--- config.mk ---
export PLATFORM = sky130hd
export DESIGN_NAME = fpa_mul
export DESIGN_NICKNAME = d
export VERILOG_FILES = /design/src/sv/fixed_point_alu_defines.svh /design/src/sv/fpa_pkg.sv /design/src/sv/fpa_mul.sv
export SDC_FILE = /design/constraint.sdc
export NUM_CORES = 2
export LEC_CHECK = 0
export ABC_AREA = 0
export BUFFER_PORTS_ARGS = -buffer_cell sky130_fd_sc_hd__clkbuf_2
export CAP_MARGIN = 5
export CORE_AREA = 2 2 468 470
export DETAILED_ROUTE_END_ITERATION = 10
export DIE_AREA = 0 0 470 472
export HOLD_SLACK_MARGIN = 0.05
export PLACE_DENSITY = 0.57
export SLEW_MARGIN = 10
export SYNTH_ARGS = -nofsm -noshare
export SYNTH_HDL_FRONTEND = slang
export SYNTH_SLANG_ARGS = --single-unit
--- constraint.sdc ---
create_clock -name i_clk -period 8.35 [get_ports i_clk]
set_input_delay 0.835 -clock i_clk [delete_from_list [all_inputs] [get_ports i_clk]]
set_output_delay 0.835 -clock i_clk [all_outputs]
set_load 0.02 [all_outputs]
--- src/sv/fixed_point_alu_defines.svh ---
// Assertion macros shared by the fixed-point ALU RTL
`ifndef FIXED_POINT_ALU_DEFINES_SVH
`define FIXED_POINT_ALU_DEFINES_SVH

// ante holds in a cycle, cons holds in the same cycle
`define FPA_ASSERT_SAME(lbl, clk, rst_n, ante, cons, msg) \
    lbl: assert property (@(posedge clk) disable iff (!(rst_n)) (ante) |-> (cons)) \
        else $error(msg);

// ante holds in a cycle, cons holds after the ##dly delay
`define FPA_ASSERT_DELAY(lbl, clk, rst_n, ante, dly, cons, msg) \
    lbl: assert property (@(posedge clk) disable iff (!(rst_n)) (ante) |-> ##dly (cons)) \
        else $error(msg);

`endif

--- src/sv/fpa_pkg.sv ---
// Package: opcodes, widths and inter-stage structs of the fixed-point ALU
`timescale 1ns / 1ps
`default_nettype none
package fpa_pkg;

    localparam int FRAC_BITS  = 8;
    localparam int DIV_QBITS  = 33;
    localparam int DIV_STAGES = DIV_QBITS;
    localparam int REM_W      = 64;
    localparam int TRIAL_W    = REM_W + 2;
    localparam int LAT_CYCLES = DIV_STAGES + 2;

    localparam logic signed [31:0] S32_MAX = 32'sh7FFF_FFFF;
    localparam logic signed [31:0] S32_MIN = 32'sh8000_0000;

    typedef enum logic [3:0] {
        OP_ADD      = 4'd0,
        OP_SUB      = 4'd1,
        OP_MUL      = 4'd2,
        OP_DIV      = 4'd3,
        OP_MIN      = 4'd4,
        OP_MAX      = 4'd5,
        OP_CMP      = 4'd6,
        OP_INC      = 4'd7,
        OP_DEC      = 4'd8,
        OP_TO_INT   = 4'd9,
        OP_FROM_INT = 4'd10
    } t_op;

    typedef struct packed {
        logic               valid;
        t_op                op;
        logic signed [31:0] res;
        logic               ovf;
        logic               dz;
        logic               neg;
        logic               lt;
        logic               eq;
        logic               gt;
    } t_side;

    typedef struct packed {
        logic [31:0] mag_a;
        logic [31:0] mag_b;
    } t_mul_in;

    typedef struct packed {
        logic [REM_W-1:0]   num;
        logic [DIV_QBITS-1:0] den;
    } t_div_in;

    typedef struct packed {
        logic                 hi;
        logic [DIV_QBITS-1:0] quo;
    } t_div_out;

endpackage
`default_nettype wire

--- src/sv/fpa_mul.sv ---
// Magnitude multiplier: one product stage, then a delay line matching the divider
`timescale 1ns / 1ps
`default_nettype none
module fpa_mul (
    input  wire logic             i_clk,
    input  wire fpa_pkg::t_mul_in i_mul,
    output logic [63:0]           o_prod
);

    logic [63:0] r_prod [fpa_pkg::DIV_STAGES];

    always_ff @(posedge i_clk) begin
        r_prod[0] <= 64'(i_mul.mag_a) * 64'(i_mul.mag_b);
        for (int k = 1; k < fpa_pkg::DIV_STAGES; k++) begin
            r_prod[k] <= r_prod[k-1];
        end
    end

    assign o_prod = r_prod[fpa_pkg::DIV_STAGES-1];

endmodule
`default_nettype wire

Word level (Yosys, flattened, before mapping)
Memory sizes are Yosys's and may differ from the RTL's.
Cells that the tools add are included.

word-level totals
  latch bits = 0
  memory bits (writable) = 2,112
  memories kept = 1
  register bits = 0
  bits in read-only memories = 0
  output and inout port bits = 64

memories
  name    words  width  read ports  clocked after Yosys merged registers in  wr ports  line           RTL
  r_prod  33     64     33          0                                        33        fpa_mul.sv:10  logic [63:0] r_prod [fpa_pkg::DIV_STAGES];

operators by class
  $lt $le $gt $ge = 0
  multiplexer cells = 0
  reduce and logical (&&, ||, !) cells = 0
  equality and inequality tests = 0
  shift operators = 0
  add/sub/neg operators = 0
  divide/modulo/power cells = 0
  multiply operators = 1
  bitwise logic cells = 0

operators by type and width
  operator                      count
  multiplier 32 x 32 -> 64 bit  1

Logic depth before layout (Yosys ltp)
  depth in word-level cells = 1
  gate-level depth with buffers = 27
  mapped depth without buffers = 26

Least setup slack after synthesis
No wires, ideal clock.

  path type = input to register
  start = input port i_mul[8] (netlist name)
  end = memory r_prod[0][50]
  stages on the path = 23
  path slack = 0.949 ns
  arrival = 7.273 ns
  buffers on the path = 1
  setup time = 0.128 ns
  cell sequence = clkbuf_1 > nand2_1 > fa_1 > fa_1 > fa_1 > fa_1 > inv_1 > fa_1 > fa_1 > fa_1 > inv_1 > fa_1 > inv_1 > ha_1 > nand4_1 > or4_1 > nor2_1 > o21ai_1 > nor3b_2 > o21a_4 > o211ai_4 > and4_1 > nor3_2

RTL lines
  item                line           RTL
  start: declaration  fpa_mul.sv:6   input wire fpa_pkg::t_mul_in i_mul,
  end: declaration    fpa_mul.sv:10

==> impl_metrics.json <==
{
  "cts_resized": 0,
  "cts.clk_slew.worst_paths_ps": 60,
  "worst-setup-path-type": "input pin to flip-flop",
  "mappedNetlistArea_um2": 75600,
  "worst_setup_path_start_kind": "input pin",
  "drt_initial_violations": 1722,
  "first_global_vias": 40000,
  "worst_margin_slew_ps": 860,
  "syn-instance-count": 5815,
  "fin_crit_sh": 0.889,
  "critical_path.endpoint_type": "flip-flop",
  "route.detailed.wl_per_inst_um": 14.5,
  "post_synthesis_share_of_cell_area_spent_on_and_or_nand_and_nor_gates": 0.0811,
  "register_containing_the_most_flip_flops_in_the_final_layout": "r_prod",
  "synth_compound_gate_area_share": 0.0178,
  "via_density_per_instance": 4.07,
  "finish.instance_area_um2": 87000,
  "grt_util_overall": 0.121,
  "cts_root_buf": "clkbuf_16",
  "synth_sequential_area_ratio": 0.559,
  "max-slew-margin-rel": 0.427,
  "coreArea_um2": 217000,
  "post_synth.cell_area_avg_um2": 13.0,
  "place.detailed.hpwl_um": 101000,
  "yosys_most_used_dff": "dfxtp_1",
  "cts-buffers-inserted": 173,
  "tritoncts": "built",
  "netlist-cell-type-count": 60,
  "die_height_um": 472,
  "slew_viol_final": 0,
  "drt_wl_total_um": 133000,
  "cts.repair_timing.setup_buffer_count": 0,
  "synth-seq-cells": 2112,
  "synth_fp_nets": 7039,
  "largest_register_ff_count": 2112,
  "synth-xor-area-share": 0.00683,
  "synth-adder-area-share": 0.281,
  "critical_path.slowest_cell": "fa_1",
  "initial_core_util": 0.349,
  "max_cap_violations": 0,
  "grt_start_max_net_pins": 33,
  "crit_path_max_incr_delay_ps": 620,
  "cp_cell_sequence": "clkbuf_2, buf_4, nand2_1, fa_1, inv_1, fa_1, fa_1, fa_1, fa_1, fa_1, inv_1, fa_1, inv_1, ha_1, ha_1, and2_1, nor2b_1, a41oi_1, o211a_1, o21ai_1, a221oi_2, o21a_2, o21ai_1, a211oi_1",
  "synth_async_sr_flop_share": 0,
  "pre_cts_slack_ps": 131,
  "outcome": "completed",
  "num_clock_sinks": 2112,
  "clock-skew-final_ps": 24.8,
  "hold-worst-slack_ps": 303,
  "fin_setup_tns_ps": 0,
  "cp_data_arrival_time_ps": 8080,
  "achievable-frequency_ghz": 0.135,
  "worstSkewPairLatency_ps": 740,
  "port_buffers": 128,
  "nNetsFinal": 7380,
  "setup_ws_post_layout_ps": 927,
  "hold_buffers": 0,
  "yosys-mux-area-fraction": 0.000132,
  "final_gp_congestion": 0.865,
  "clock_tree.htree_level_count": 4,
  "number_of_cell_rows": 171,
  "hp-class": "flip-flop to flip-flop",
  "crit_path_max_fanout": 15,
  "first_pass_detailed_route_iteration_total": 7,
  "max-clock-path-buffers": 3,
  "post-synth-top-area-cell": "dfxtp_1",
  "grt_overflow_total": 0,
  "final_layout_size_suffix_gt1_frac": 0.105,
  "drt.antenna.violating_nets": 0,
  "critical_path_required_ps": 9010,
  "crit_top_cell": "fa_1",
  "place_area_um2": 81100,
  "die-area_um2": 222000,
  "synth_edf_count": 0,
  "dr_total_vias": 37200,
  "grt_first_pass_wirelength_um": 215000,
  "die_width_um": 470,
  "layout.filler_cells": 20400,
  "synth.top_cell.area_share": 0.559,
  "fin_crit_ps": 7420,
  "rsz_0062_raised_after_global_routing": "no",
  "synthesis_to_finish_area_growth_pct": 15.1,
  "finalHoldViolCount": 0,
  "ioPinCount": 129,
  "yosys-top-cells-area": "dfxtp_1, fa_1, and2_1",
  "largest_registers_in_the_final_layout": "r_prod x2112",
  "synth_top_family_by_area": "adder cells",
  "route.detailed.drc": 0,
  "antenna_found_initial": 7,
  "setup_violations": 0,
  "yosys_warnings": 0
}
-- cell usage after synthesis (11+ instances only) --
master    number
inv_1        878
nand3_1       11
a21oi_1       67
ha_1         263
clkbuf_1     199
buf_2         12
fa_1         896
nand2_1      487
nor2_1        37
dfxtp_1     2112
xor2_1        19
xnor2_1       40
nand4_1       18
a31oi_1       11
o21ai_1       25
o21bai_1      13
and2_1       589
a211oi_1      11
o21ai_0       22
a21o_1        22
-- final cells by class --
class                      instances  area, µm²  share of cell area
antenna                            1       2.50           0.0000288
clock buffer                     257       5100              0.0586
clock inverter                    57        791             0.00909
inverter                         878       3300              0.0379
multi-input combinational       2614      29200               0.336
sequential                      2112      42300               0.486
tap                             2854       3570              0.0410
timing repair buffer             377       2740              0.0314
-- cell families (layout without fill, tap and decap cells) --
| kind of cell | after synthesis | count (layout) |
|---|---|---|
| XOR/XNOR | 59 | 59 |
| flip-flops | 2112 | 2112 |
| buffers and inverters | 1089 | 1569 |
| adder cells (fa/ha/maj) | 1159 | 1159 |
| other | 0 | 1 |
| AO/OA/AOI/OAI | 207 | 207 |
| AND/OR/NAND/NOR | 1188 | 1188 |
| multiplexers | 1 | 1 |
-- critical path, delay by kind of cell --
family | cells | cell delay, ps
adder cells (fa/ha/maj) | 9 | 4310
AND/OR/NAND/NOR | 3 | 490
AO/OA/AOI/OAI | 7 | 1430
buffers and inverters | 5 | 960
-- metal layers --
layer	GRT usage	vias to the layer above	wire length (µm)
li1	-	17900	-
met1	0.164	18200	62400
met2	0.196	909	59800
met3	0.0221	262	6700
met4	0.0418	8	3600
met5	0	-	55
-- stage by stage --
step,instances,util
2_1_floorplan,5815,-
3_3_place_gp,8835,0.375
3_5_place_dp,8835,0.375
4_1_cts,9149,0.402
5_1_grt,9150,0.402
6_report,9150,0.402
-- final timing paths --
path	start	to	slack, ps	cells past startpoint
max	i_mul[23]	r_prod[0][62]	930	24
min	r_prod[19][49]	r_prod[20][49]	300	0
max reg2reg	r_prod[6][4]	r_prod[7][4]	7930	0
min reg2reg	r_prod[19][49]	r_prod[20][49]	300	0
-- cell usage in the layout, fill, tap and decap left out, types with 4 or more instances in the layout --
cell	instances
and4_1	4
clkbuf_1	41
clkbuf_8	41
o21a_1	5
nand4_1	18
clkbuf_2	128
nand2_1	487
dfxtp_1	2112
nor2_1	37
xor2_1	19
a21o_1	22
clkinvlp_4	6
o21ai_1	25
clkbuf_16	175
bufinv_16	12
fa_1	896
a21oi_1	67
nand2b_1	5
and2_1	589
or3_1	4
nand3_1	11
o21bai_1	13
clkinv_2	24
nor2b_1	5
buf_4	231
a211oi_1	11
and3_1	7
clkinv_16	4
buf_12	18
nor3_1	10
inv_1	878
a31oi_1	11
xnor2_1	40
o21ai_0	22
ha_1	263
Power is left out: the tool's default activity adds up to more than one toggle a clock period on the data nets, which glitch-free logic cannot reach.
